--- src/rtl/core/lspg_pkg.sv ---
`default_nettype none
package lspg_pkg;

  // Table geometry, fixed by the widths of lit_index, byte_pos and lit_length
  localparam int NUM_LITS = 32;
  localparam int LIT_MAX  = 16;

  typedef enum logic [2:0] {
    OP_LIT_HDR  = 3'd0,
    OP_LIT_BYTE = 3'd1,
    OP_SCAN     = 3'd2,
    OP_END      = 3'd3,
    OP_CLEAR    = 3'd4
  } op_t;

  localparam logic [1:0] CFG_CASE_FOLD = 2'd0;
  localparam logic [1:0] CFG_ALT_COUNT = 2'd1;

  // Controller to datapath
  typedef struct packed {
    logic lit_hdr;
    logic lit_byte;
    logic scan_start;
    logic scan_step;
    logic scan_last;
    logic gate_start;
    logic gate_step;
    logic flush;
    logic clear_tab;
  } lspg_cmd_t;

  // Datapath to controller
  typedef struct packed {
    logic gate_pass;
  } lspg_sts_t;

  function automatic logic [7:0] fold_byte(input logic fold, input logic [7:0] c);
    if (fold && c >= 8'h41 && c <= 8'h5a) return c + 8'd32;
    return c;
  endfunction

endpackage
`default_nettype wire

--- src/rtl/core/lspg_ctrl.sv ---
`default_nettype none
module lspg_ctrl #(
  parameter int NUM_ALTS = 32
) (
  input  wire logic                clk,
  input  wire logic                rst,
  input  wire logic                in_valid,
  output logic                     in_ready,
  input  wire logic [2:0]          op,
  output logic                     out_valid,
  input  wire logic                out_ready,
  output logic                     pass,
  output lspg_pkg::lspg_cmd_t      cmd,
  input  wire lspg_pkg::lspg_sts_t sts
);
  localparam int NUM_LITS = lspg_pkg::NUM_LITS;
  localparam int LW = (NUM_LITS > 1) ? $clog2(NUM_LITS) : 1;
  localparam int AW = (NUM_ALTS > 1) ? $clog2(NUM_ALTS) : 1;

  typedef enum logic [3:0] {
    S_IDLE = 4'b0001,
    S_SCAN = 4'b0010,
    S_GATE = 4'b0100,
    S_DONE = 4'b1000
  } state_t;

  state_t        state;
  logic [LW-1:0] cnt;
  logic [AW-1:0] acnt;
  logic          acc;

  assign acc      = in_valid && in_ready;
  // Hold input while a scan or gate pass runs or the result waits.
  assign in_ready = (state == S_IDLE) && !out_valid;

  always_comb begin
    cmd = '0;
    cmd.lit_hdr    = acc && (op == lspg_pkg::OP_LIT_HDR);
    cmd.lit_byte   = acc && (op == lspg_pkg::OP_LIT_BYTE);
    cmd.scan_start = acc && (op == lspg_pkg::OP_SCAN);
    cmd.gate_start = acc && (op == lspg_pkg::OP_END);
    cmd.clear_tab  = acc && (op == lspg_pkg::OP_CLEAR);
    cmd.scan_step  = (state == S_SCAN);
    cmd.scan_last  = (state == S_SCAN) && (cnt == LW'(NUM_LITS - 1));
    cmd.gate_step  = (state == S_GATE);
    cmd.flush      = (state == S_DONE);
  end

  always_ff @(posedge clk) begin
    if (rst) begin
      state     <= S_IDLE;
      cnt       <= '0;
      acnt      <= '0;
      out_valid <= 1'b0;
      pass      <= 1'b0;
    end else begin
      if (out_valid && out_ready) out_valid <= 1'b0;
      case (state)
        S_IDLE: begin
          cnt  <= '0;
          acnt <= '0;
          if (cmd.scan_start) state <= S_SCAN;
          if (cmd.gate_start) state <= S_GATE;
        end
        S_SCAN: begin
          cnt <= cnt + 1'b1;
          if (cmd.scan_last) state <= S_IDLE;
        end
        S_GATE: begin
          acnt <= acnt + 1'b1;
          if (acnt == AW'(NUM_ALTS - 1)) state <= S_DONE;
        end
        S_DONE: begin
          pass      <= sts.gate_pass;
          out_valid <= 1'b1;
          state     <= S_IDLE;
        end
        default: state <= S_IDLE;
      endcase
    end
  end
endmodule
`default_nettype wire

--- config.mk ---
export PLATFORM = sky130hd
export DESIGN_NAME = lspg_ctrl
export DESIGN_NICKNAME = d
export VERILOG_FILES = /design/src/rtl/core/lspg_pkg.sv /design/src/rtl/core/lspg_ctrl.sv
export SDC_FILE = /design/constraint.sdc
export NUM_CORES = 1
export LEC_CHECK = 0
export ABC_AREA = 1
export ABC_CLOCK_PERIOD_IN_PS = 1500
export BUFFER_PORTS_ARGS = -buffer_cell sky130_fd_sc_hd__buf_2
export CAP_MARGIN = 20
export CORE_ASPECT_RATIO = 0.7
export CORE_UTILIZATION = 45
export CTS_CLUSTER_DIAMETER = 30
export DETAILED_ROUTE_END_ITERATION = 16
export PLACE_DENSITY = 0.68
export SKIP_CTS_REPAIR_TIMING = 1
export SLEW_MARGIN = 20
export SYNTH_ARGS = -nofsm -noshare
export SYNTH_HDL_FRONTEND = slang
export SYNTH_SLANG_ARGS = --single-unit
--- constraint.sdc ---
create_clock -name clk -period 1.5 [get_ports clk]
set_input_delay 0.075 -clock clk [delete_from_list [all_inputs] [get_ports clk]]
set_output_delay 0.075 -clock clk [all_outputs]
set_load 0.05 [all_outputs]
==> impl_metrics.py <==
metrics = {
    "sta": {
        "min_period_ns": 1.66,
        "skew_ns": 0.00463,
        "setup_ws_ns": -0.160,
        "setup_violations": 7,
        "worst_slew_pin_slew_ns": 0.252,
        "slew_headroom_pct": 83.3,
        "max_freq_mhz": 602,
        "hold_viol": 0,
        "grt_setup_unrepaired": "true",
        "drv_slew": 0,
        "hold_slack_ns": 0.0427,
        "finalCritPeriodShare_pct": 111,
        "fin_setup_tns_ns": -0.529,
    },
    "worst_setup_path": {
        "cp_slowest_cell": "dfxtp_2",
        "critPathMaxStageDelay_ns": 0.35,
        "crit_path_start_kind": "flop",
        "critPathBufInv": 4,
        "crit_type": "flop to primary output",
        "path_max_fanout": 3,
        "path_cells": "nor2_4 -> nand2_4 -> buf_4 -> buf_4 -> nor2_4 -> nand3_2 -> inv_2 -> buf_8",
        "critPathCaptureType": "primary output",
        "cp_top_family": "buffers and inverters",
        "crit_arrival_ns": 1.58,
        "crit_required_ns": 1.42,
    },
    "clocking": {
        "cts_max_level": 1,
        "clk_latency_ns": 0.29,
        "clkTransAtPathRegs_ns": 0.09,
        "cts_tree": "done",
        "cts_sinks": 16,
        "cts_made_buffers": 3,
        "clock_path_buffers": 2,
        "root_buffer": "clkbuf_4",
    },
    "global_route": {
        "grt_overflow_total": 0,
        "grt_max_degree": 12,
        "grt_use_total_pct": 20.7,
        "grt_pass1_vias": 724,
        "grt_pass1_wl_um": 2970,
        "antenna_found_initial": 0,
    },
    "route": {
        "num_vias": 824,
        "drc_errors": 0,
        "drt-wirelength-per-cell_um": 11.0,
        "routed_wirelength_um": 1900,
        "ant_nets": 0,
        "drt-vias-per-instance": 4.79,
        "dr.pass1.iters": 3,
        "initialDrtViolationCount": 12,
    },
    "synth": {
        "synth-simple-area-share_pct": 34.6,
        "synth_fa_ha_area_share_pct": 5.74,
        "synth-seq-cells": 16,
        "syn_nets": 133,
        "synth_top_family_by_area": "simple AND/OR/NAND/NOR gates",
        "synth_compound_area_share_pct": 11.9,
        "synth_xor_area_share_pct": 1.00,
        "synth_area_sq_um": 872,
        "synth_cell_types": 24,
        "seq_area_frac_synth_pct": 36.7,
        "netlist_instances": 121,
        "syn_area_per_cell_sq_um": 7.21,
        "yosysWarnings": 0,
        "synthMuxAreaShare_pct": 0,
    },
    "place": {
        "port_buffers": 19,
        "dp_slack_ns": -0.00205,
        "placed_area_sq_um": 1000,
        "place_hpwl_um": 1430,
        "place.gp.congestion": 0.733,
    },
    "run": {
        "max_cap_violations": 0,
    },
    "final_layout": {
        "mostFrequentLayoutCells": "21 x nand2_1, 14 x inv_1, 13 x nor2_1",
        "final-seq-area_sq_um": 330,
        "stdcell_area_sq_um": 1210,
        "num-nets-final": 164,
        "nFillCells": 142,
        "multiInputGateArea_sq_um": 513,
        "area_growth_pct": 38.7,
        "final_common_cell": "nand2_1",
        "insertedDiodeCount": 0,
        "drive_above_1_share_pct": 41.7,
    },
    "pwr": {
        "p_int_mw": 0.639,
        "swShare_pct": 27.4,
        "p_leak_nw": 0.537,
        "power_frac_clock_pct": 32.2,
        "ir_worst_vdd_mv": 0.445,
        "p_sw_mw": 0.242,
        "pwr-share-comb_pct": 19.0,
        "p_per_area_nw_per_um2": 727,
        "seqPwrFrac_pct": 48.8,
        "power_mw": 0.880,
    },
    "die": {
        "coreArea_sq_um": 1700,
        "start_util_pct": 51.4,
        "pin_count": 20,
        "num_rows": 12,
        "die-area_sq_um": 2120,
        "fp.dieH_um": 38.8,
        "die_x_um": 54.6,
    },
    "outcome": {
        "status": "finished with violations",
        "violations": "negative setup slack",
    },
    "worst_hold_path": {
        "min-delay-path-class": "input port to flop",
    },
}
cells in the mapped netlist:
cell type / instances / area, sq um
o21ai_0: 7 / 35.0
xor2_1: 1 / 8.76
nand2_1: 22 / 82.6
nor3_4: 1 / 16.3
nor2_2: 2 / 12.5
nand4_1: 1 / 6.26
clkbuf_1: 1 / 3.75
nor2_1: 16 / 60.1
or2_2: 1 / 6.26
dfxtp_1: 16 / 320
nand3_1: 4 / 20.0
inv_2: 2 / 7.51
nor4_2: 1 / 12.5
a31oi_1: 1 / 6.26
ha_1: 4 / 50.1
nor3_1: 1 / 5.00
nand2_2: 1 / 6.26
nand2_4: 1 / 11.3
o211ai_1: 1 / 7.51
nand3_2: 4 / 40.0
nor2_4: 2 / 22.5
inv_1: 19 / 71.3
a21oi_1: 11 / 55.1
clkinv_2: 1 / 5.00
layer usage:
layer  GRT usage, %  vias to the layer above  share of wire (%)
li1               -                      443                  -
met3           7.06                        4                2.7
met5              0                        -                  0
met4           7.69                        0               0.79
met2           32.5                        8                 47
met1           25.8                      369                 50
per-stage QoR:
step | util [%] | instances
after floorplan | - | 121
after global placement | 59.0 | 160
after detailed placement | 59.0 | 160
after CTS | 61.1 | 164
after global routing | 71.3 | 172
final | 71.3 | 172
worst paths after layout:
| path | from | to | slack, ns | cells after the start |
|---|---|---|---|---|
| worst max register to register | cnt[1] | state[3] | 0.07 | 10 |
| worst min register to register | cnt[0] | cnt[0] | 0.46 | 1 |
| worst max-delay path | state[2] | cmd[6] | -0.16 | 8 |
| worst min-delay path | sts | pass | 0.04 | 3 |
layout make-up:
| type | count | share of cell area (%) |
|---|---|---|
| multi-input cells | 82 | 42.4 |
| repair buffers | 27 | 18.0 |
| inverters | 22 | 7.14 |
| clock buffers | 4 | 3.00 |
| flip-flops and latches | 16 | 27.3 |
| well taps | 21 | 2.17 |
worst register-to-register path: cells and delay by family, from the launching register on:
family,cells,cell delay (ns)
buffers and inverters,3,0.17
and+or+nand+nor,4,0.39
AOI/OAI and AO/OA,1,0.10
adders and majority gates,2,0.33
DFF,1,0.38
flip-flops by register name, summed over array words and instances, names as in the netlist:
register and count:
acnt 5, cnt 5, state 4, out_valid 1, pass 1
power groups by stage:
stage                     clock network [mW]  logic [mW]  registers [mW]
after floorplan                            0      0.0904           0.441
final                                  0.283       0.167           0.430
after global placement                     0       0.122           0.441
after global routing                   0.307       0.179           0.430
after detailed placement                   0       0.124           0.442
after CTS                              0.299       0.124           0.432
kinds of logic (layout without fill, tap and decap cells):
kind of cell | after synthesis | in the layout
simple gates | 57 | 57
xor+xnor | 1 | 1
flops | 16 | 16
fa+ha+maj | 4 | 4
compound gates | 20 | 20
buf+inv | 23 | 53
Note: power is estimated with default switching activity, not from simulation.
