--- src/rtl/core/lspg_pkg.sv ---
`default_nettype none
package lspg_pkg;

  // Table geometry, fixed by the widths of lit_index, byte_pos and lit_length
  localparam int NUM_LITS = 32;
  localparam int LIT_MAX  = 16;

  typedef enum logic [2:0] {
    OP_LIT_HDR  = 3'd0,
    OP_LIT_BYTE = 3'd1,
    OP_SCAN     = 3'd2,
    OP_END      = 3'd3,
    OP_CLEAR    = 3'd4
  } op_t;

  localparam logic [1:0] CFG_CASE_FOLD = 2'd0;
  localparam logic [1:0] CFG_ALT_COUNT = 2'd1;

  // Controller to datapath
  typedef struct packed {
    logic lit_hdr;
    logic lit_byte;
    logic scan_start;
    logic scan_step;
    logic scan_last;
    logic gate_start;
    logic gate_step;
    logic flush;
    logic clear_tab;
  } lspg_cmd_t;

  // Datapath to controller
  typedef struct packed {
    logic gate_pass;
  } lspg_sts_t;

  function automatic logic [7:0] fold_byte(input logic fold, input logic [7:0] c);
    if (fold && c >= 8'h41 && c <= 8'h5a) return c + 8'd32;
    return c;
  endfunction

endpackage
`default_nettype wire

--- src/rtl/core/lspg_dp.sv ---
`default_nettype none
module lspg_dp #(
  parameter int NUM_ALTS = 32
) (
  input  wire logic                clk,
  input  wire logic                rst,
  input  wire logic                cfg_valid,
  output logic                     cfg_ready,
  input  wire logic [1:0]          cfg_index,
  input  wire logic [5:0]          cfg_data,
  input  wire logic [4:0]          lit_index,
  input  wire logic [4:0]          alt_index,
  input  wire logic [4:0]          lit_length,
  input  wire logic [3:0]          byte_pos,
  input  wire logic [7:0]          data_byte,
  input  wire lspg_pkg::lspg_cmd_t cmd,
  output lspg_pkg::lspg_sts_t      sts
);
  localparam int NUM_LITS = lspg_pkg::NUM_LITS;
  localparam int LIT_MAX  = lspg_pkg::LIT_MAX;
  localparam int LW = (NUM_LITS > 1) ? $clog2(NUM_LITS) : 1;
  localparam int PW = (LIT_MAX > 1) ? $clog2(LIT_MAX) : 1;
  localparam int AW = (NUM_ALTS > 1) ? $clog2(NUM_ALTS) : 1;
  localparam int NW = $clog2(LIT_MAX + 1);

  logic                 case_fold;
  logic [5:0]           alt_count;
  // One row of literal bytes per table entry, byte k at bits 8k+7..8k
  logic [LIT_MAX*8-1:0] bytes_mem [NUM_LITS];
  logic [4:0]           len_r     [NUM_LITS];
  logic [4:0]           alt_r     [NUM_LITS];
  logic [NUM_LITS-1:0]  valid;
  logic [NUM_LITS-1:0]  found;
  logic [7:0]           win       [LIT_MAX];
  logic [NW-1:0]        seen;
  logic [LW-1:0]        se;
  logic [AW-1:0]        ga;
  logic                 gpass;
  logic                 cur_match;
  logic                 alt_ok;
  logic [NW-1:0]        len_n;
  logic                 idx_ok;
  logic                 pos_ok;

  assign cfg_ready = 1'b1;
  assign idx_ok = (32'(lit_index) < NUM_LITS);
  assign pos_ok = (32'(byte_pos) < LIT_MAX);
  assign sts.gate_pass = gpass;

  // Compare one table entry per cycle against the window.
  always_comb begin
    len_n = NW'(len_r[se]);
    cur_match = valid[se] && !found[se] && (len_r[se] != 5'd0) &&
                (32'(len_r[se]) <= LIT_MAX) && (len_n <= seen);
    for (int k = 0; k < LIT_MAX; k++) begin
      if (k < 32'(len_r[se]) &&
          lspg_pkg::fold_byte(case_fold, bytes_mem[se][k*8 +: 8]) !=
          lspg_pkg::fold_byte(case_fold, win[LIT_MAX - 32'(len_r[se]) + k]))
        cur_match = 1'b0;
    end
  end

  // Alternative ga passes if no valid literal of it is unfound.
  always_comb begin
    alt_ok = 1'b1;
    for (int e = 0; e < NUM_LITS; e++)
      if (valid[e] && alt_r[e] == 5'(ga) && !found[e]) alt_ok = 1'b0;
  end

  always_ff @(posedge clk) begin
    if (cmd.lit_hdr && idx_ok) begin
      len_r[lit_index[LW-1:0]] <= lit_length;
      alt_r[lit_index[LW-1:0]] <= alt_index;
    end
    if (cmd.lit_byte && idx_ok && pos_ok)
      bytes_mem[lit_index[LW-1:0]][byte_pos[PW-1:0]*8 +: 8] <= data_byte;
  end

  always_ff @(posedge clk) begin
    if (rst) begin
      case_fold <= 1'b0;
      alt_count <= '0;
      valid     <= '0;
      found     <= '0;
      seen      <= '0;
      se        <= '0;
      ga        <= '0;
      gpass     <= 1'b0;
      for (int i = 0; i < LIT_MAX; i++) win[i] <= 8'd0;
    end else begin
      if (cfg_valid) begin
        if (cfg_index == lspg_pkg::CFG_CASE_FOLD) case_fold <= cfg_data[0];
        if (cfg_index == lspg_pkg::CFG_ALT_COUNT) alt_count <= cfg_data;
      end
      if (cmd.lit_hdr && idx_ok) begin
        valid[lit_index[LW-1:0]] <= (lit_length != 5'd0) &&
            (32'(lit_length) <= LIT_MAX) && (32'(alt_index) < NUM_ALTS);
        found[lit_index[LW-1:0]] <= 1'b0;
      end
      if (cmd.lit_byte && idx_ok && pos_ok) found[lit_index[LW-1:0]] <= 1'b0;
      if (cmd.scan_start) begin
        for (int i = 0; i < LIT_MAX - 1; i++) win[i] <= win[i+1];
        win[LIT_MAX-1] <= data_byte;
        if (seen != NW'(LIT_MAX)) seen <= seen + 1'b1;
        se <= '0;
      end
      if (cmd.scan_step) begin
        if (cur_match) found[se] <= 1'b1;
        se <= se + 1'b1;
      end
      if (cmd.gate_start) begin
        ga    <= '0;
        gpass <= (alt_count == 6'd0);
      end
      if (cmd.gate_step) begin
        if (32'(ga) < 32'(alt_count) && alt_ok) gpass <= 1'b1;
        ga <= ga + 1'b1;
      end
      if (cmd.flush) begin
        found <= '0;
        seen  <= '0;
        for (int i = 0; i < LIT_MAX; i++) win[i] <= 8'd0;
      end
      if (cmd.clear_tab) begin
        valid <= '0;
        found <= '0;
      end
    end
  end
endmodule
`default_nettype wire

--- config.mk ---
export PLATFORM = sky130hd
export DESIGN_NAME = lspg_dp
export DESIGN_NICKNAME = d
export VERILOG_FILES = /design/src/rtl/core/lspg_pkg.sv /design/src/rtl/core/lspg_dp.sv
export SDC_FILE = /design/constraint.sdc
export NUM_CORES = 2
export LEC_CHECK = 0
export ABC_CLOCK_PERIOD_IN_PS = 14900
export BUFFER_PORTS_ARGS = -buffer_cell sky130_fd_sc_hd__buf_2
export CAP_MARGIN = 40
export CORE_MARGIN = 2
export CORE_UTILIZATION = 25
export CTS_CLUSTER_SIZE = 25
export DETAILED_ROUTE_END_ITERATION = 8
export GPL_ROUTABILITY_DRIVEN = 1
export SLEW_MARGIN = 25
export SYNTH_ARGS = -nofsm -noshare
export SYNTH_HDL_FRONTEND = slang
export SYNTH_MEMORY_MAX_BITS = 65536
export SYNTH_SLANG_ARGS = --single-unit
--- constraint.sdc ---
create_clock -name clk -period 14.9 [get_ports clk]
set_input_delay 0 -clock clk [delete_from_list [all_inputs] [get_ports clk]]
set_output_delay 0 -clock clk [all_outputs]
set_load 0.02 [all_outputs]
==> metrics.md <==
| Metric | Value |
|---|---|
| Worst skew pair latency | `1040 ps` |
| Post-DRT Antenna Nets | `0` |
| Drt pass-1 iters | `6` |
| Internal power | `0.02130 W` |
| Net Count, Synth | `10.73k` |
| RSZ-0062 raised after global routing | `false` |
| Dpl cell area | `0.2100 mm²` |
| Mean post-synth cell area | `18.41 µm²` |
| Post-DP HPWL | `361100 µm` |
| Global placement routability congestion | `0.8941` |
| Worst Path Buf+Inv | `5` |
| Finished Layout Cells | `22.04k` |
| Delay-heaviest family, CP | `simple AND/OR/NAND/NOR gates` |
| Final setup TNS | `0 ps` |
| Post-Syn Area | `0.1957 mm²` |
| Final-report max-slew violation count | `0` |
| Status | `finished clean` |
| Number of fill cells | `76.29k` |
| Terminus of the critical flop-to-flop path | `found[18]$_SDFF_PP0_` |
| Core Box Area | `0.7792 mm²` |
| Number of synthesized flops with an enable pin | `4480` |
| Maximum vdd ir drop | `0.0001132 V` |
| Post-Syn Instances | `10.63k` |
| Max Root-Sink Buffers | `4` |
| Crit path arrival time | `10880 ps` |
| Clk slew on worst S/H paths | `60 ps` |
| # IOs | `49` |
| CP most frequent cell | `buf_4` |
| # setup viols final | `0` |
| Vias in the first global route | `102.8k` |
| Sw Ratio | `22.47%` |
| CP Max Fanout | `38` |
| Crit path largest cell delay | `780 ps` |
| Proportion of layout cells with a drive suffix above 1 | `24.09%` |
| CTS tree | `built` |
| Async set or reset register ratio after synthesis | `0%` |
| Hold Startpoint | `rst` |
| Critical path capture point type | `flop` |
| GRT Total Usage | `13.66%` |
| P&R area growth vs syn | `16.17%` |
| Comb pwr share | `5.9%` |
| Crit Path Class | `flop to flop` |
| Initial antenna violation count | `30` |
| Placed insts | `20.88k` |
| Number of port buffers | `46` |
| Fin util | `29.17%` |
| Sequential power share | `51.8%` |
| Power Total | `0.02747 W` |
| CP startpoint kind | `flop` |
| Avg WL per Cell | `25.55 µm` |
| Horiz. Die Dim | `888.7 µm` |
| Final Critical Period | `9900 ps` |
| Reg2reg setup slack | `5000 ps` |
| Max Clock Freq | `101.0 MHz` |
| Initial drt markers | `13.38k` |
| CTS buffer count | `447` |
| Clock skew | `66.43 ps` |
| Cells along the critical path | `buf_4 -> and2_1 -> a22oi_1 -> nand3_1 -> and4_4 -> ha_4 -> clkinv_1 -> xnor2_4 -> buf_4 -> a32oi_1 -> buf_4 -> nand2_1 -> mux2i_1 -> ha_1 -> xnor3_1 -> nor3_1 -> mux2_2 -> a21oi_1 -> a2111oi_2 -> and4b_4 -> nand3_4 -> o22ai_1 -> dlygate4sd3_1` |
| Routed vias | `107.1k` |
| Post-CTS Hold Buffers | `76` |
| Max_slew headroom | `24.60%` |
| CTS H-tree depth | `5` |
| CTS resizes | `0` |
| Total gr overflow | `0` |
| LEAKAGE | `60.25 nW` |
| Sequential-to-total area share from yosys stat | `70.35%` |
| Dominant synthesized flop cell | `edfxtp_1` |
| Initial Util | `25.11%` |
| Postcts setup bufs | `0` |
| Clock Root Buffer | `clkbuf_16` |
| Reg2Reg Depth | `23` |
| Die Span Y | `888.7 µm` |
| Slowest-stage cell, CP | `xnor2_4` |
| YS warnings | `0` |
| Die ar. | `0.7898 mm²` |
| Clk network pwr share | `42.3%` |
| Critical Path RT | `15880 ps` |
| Clock Sinks | `4636` |
| Pwr/cell area | `120.9 mW/mm²` |
| Slew at the pin closest to its max-slew limit | `1131 ps` |
| Yosys reg bits | `4636` |
| Residual DRC | `0` |
| Global-route wire length before repair | `791600 µm` |
| Crit share post-route | `66.44%` |
| Yosys cell types | `110` |
| Max-Cap Viols | `0` |
| Nets@finish | `11.26k` |
| Via/cell ratio | `4.858` |
| Hold Crit Depth | `3` |
| Final Hold Viols | `0` |
| Final non-filler cell area | `0.2273 mm²` |
| Routed WL | `563200 µm` |
| Hold EP | `ga[0]$_SDFFE_PP0P_` |
| Net Sw Power | `0.006174 W` |
| Hold Path Class | `primary input to flop` |
| Largest net degree at the start of global routing | `141` |
| Cell Rows | `324` |
## through the flow
step | hold slack, ps | setup slack (ps)
3_3_place_gp | 235.4 | 5237
6_report | 68.65 | 5000
5_1_grt | 59.01 | 4582
3_5_place_dp | 241.3 | 5590
4_1_cts | 1.662 | 5091
2_1_floorplan | 98.87 | 7921
## flip-flops by register name, indices dropped and copies added, names as in the netlist, named ones only
signal     cells
se             5
ga             5
alt_count      6
win          128
seen           5
case_fold      1
valid         32
len_r        160
alt_r        160
found         32
sts            1
bytes_mem   4096
## worst reg2reg max path: cells and delay by family (launching register included)
| family | cells | cell delay, ps |
|---|---|---|
| AOI/OAI and AO/OA | 5 | 1230 |
| adders and majority gates | 2 | 710 |
| DFF | 1 | 770 |
| muxes | 2 | 750 |
| and+or+nand+nor | 7 | 2850 |
| buffers and inverters | 5 | 2420 |
| xor gates and xnor gates | 2 | 1150 |
## cells in the final DEF (no fill, tap or decap), drive strengths merged, types with 23 or more instances in the layout
master / count
clkinv: 218
edfxtp: 4480
diode: 66
nor4b: 32
nor3: 86
mux2: 47
xnor2: 204
dlygate4sd3: 77
nand2b: 23
nor4: 24
buf: 639
inv: 93
mux4: 1170
mux2i: 883
and3: 126
nor2: 915
dfxtp: 156
xor2: 103
a221oi: 30
bufinv: 56
and2: 58
nor2b: 26
a22oi: 199
nand4: 71
a211oi: 30
ha: 52
o22ai: 48
nand2: 378
o2111ai: 26
o21ai: 120
o211ai: 50
nand3: 158
clkbuf: 555
a21oi: 109
## how the worst max path moves through the flow
stage                     from                    to  slack (ps)  cells past startpoint
after CTS                 flop  found[18]$_SDFF_PP0_        5090                     23
after global placement    flop   found[5]$_SDFF_PP0_        5240                     22
after detailed placement  flop   found[4]$_SDFF_PP0_        5590                     22
after floorplan           flop   found[0]$_SDFF_PP0_        7920                     31
final                     flop  found[18]$_SDFF_PP0_        5000                     23
after global routing      flop  found[18]$_SDFF_PP0_        4580                     23
## power by group through the flow
stage	registers (W)	clock network, W	logic, W
global placement	0.0145	0	0.00154
finish	0.0142	0.0116	0.00162
global route	0.0142	0.0123	0.00171
detailed placement	0.0145	0	0.00158
floorplan	0.0145	0	0.00109
CTS	0.0142	0.0118	0.00160
## layer usage
metal	vias up	part of all wire (%)	GRT usage [%]
met5	-	0.0051	0
met4	4	3.9	5.241
met3	947	8.2	2.217
met2	4999	48	22.37
met1	56790	40	18.24
li1	44320	-	-
## cell families (layout without fill, tap and decap cells)
| logic type | Yosys count | in the layout | share of synthesized area, % |
|---|---|---|---|
| xor gates and xnor gates | 313 | 313 | 1.490 |
| adders and majority gates | 52 | 52 | 0.3325 |
| DFF | 4636 | 4636 | 70.35 |
| other | 1 | 67 | 0.001917 |
| and+or+nand+nor | 1996 | 1996 | 4.738 |
| muxes | 2100 | 2100 | 18.26 |
| buffers and inverters | 745 | 1660 | 1.991 |
| AOI/OAI and AO/OA | 784 | 784 | 2.835 |
## cell type report
class / count / area [µm²] / share of cell area, %
Multi-Input combinational cell: 5246 / 54810 / 24.11
Timing Repair Buffer: 752 / 6401 / 2.816
Antenna cell: 66 / 165.2 / 0.07266
Clock inverter: 314 / 3420 / 1.504
Inverter: 75 / 300.3 / 0.1321
Sequential cell: 4636 / 137700 / 60.57
Tap cell: 10430 / 13050 / 5.742
Clock buffer: 519 / 11480 / 5.049
## synthesized netlist by cell type, drive strengths merged (120+ instances only)
| master | n | share of area (%) |
|---|---|---|
| buf | 396 | 1.3 |
| clkbuf | 274 | 0.53 |
| o21ai | 120 | 0.31 |
| xnor2 | 204 | 0.95 |
| nand3 | 158 | 0.43 |
| mux2i | 883 | 4.5 |
| nand2 | 378 | 0.73 |
| mux4 | 1170 | 13 |
| and3 | 126 | 0.40 |
| edfxtp | 4480 | 69 |
| nor2 | 915 | 1.8 |
| dfxtp | 156 | 1.6 |
| a22oi | 199 | 0.76 |
Power figures use the tool's default switching activity.
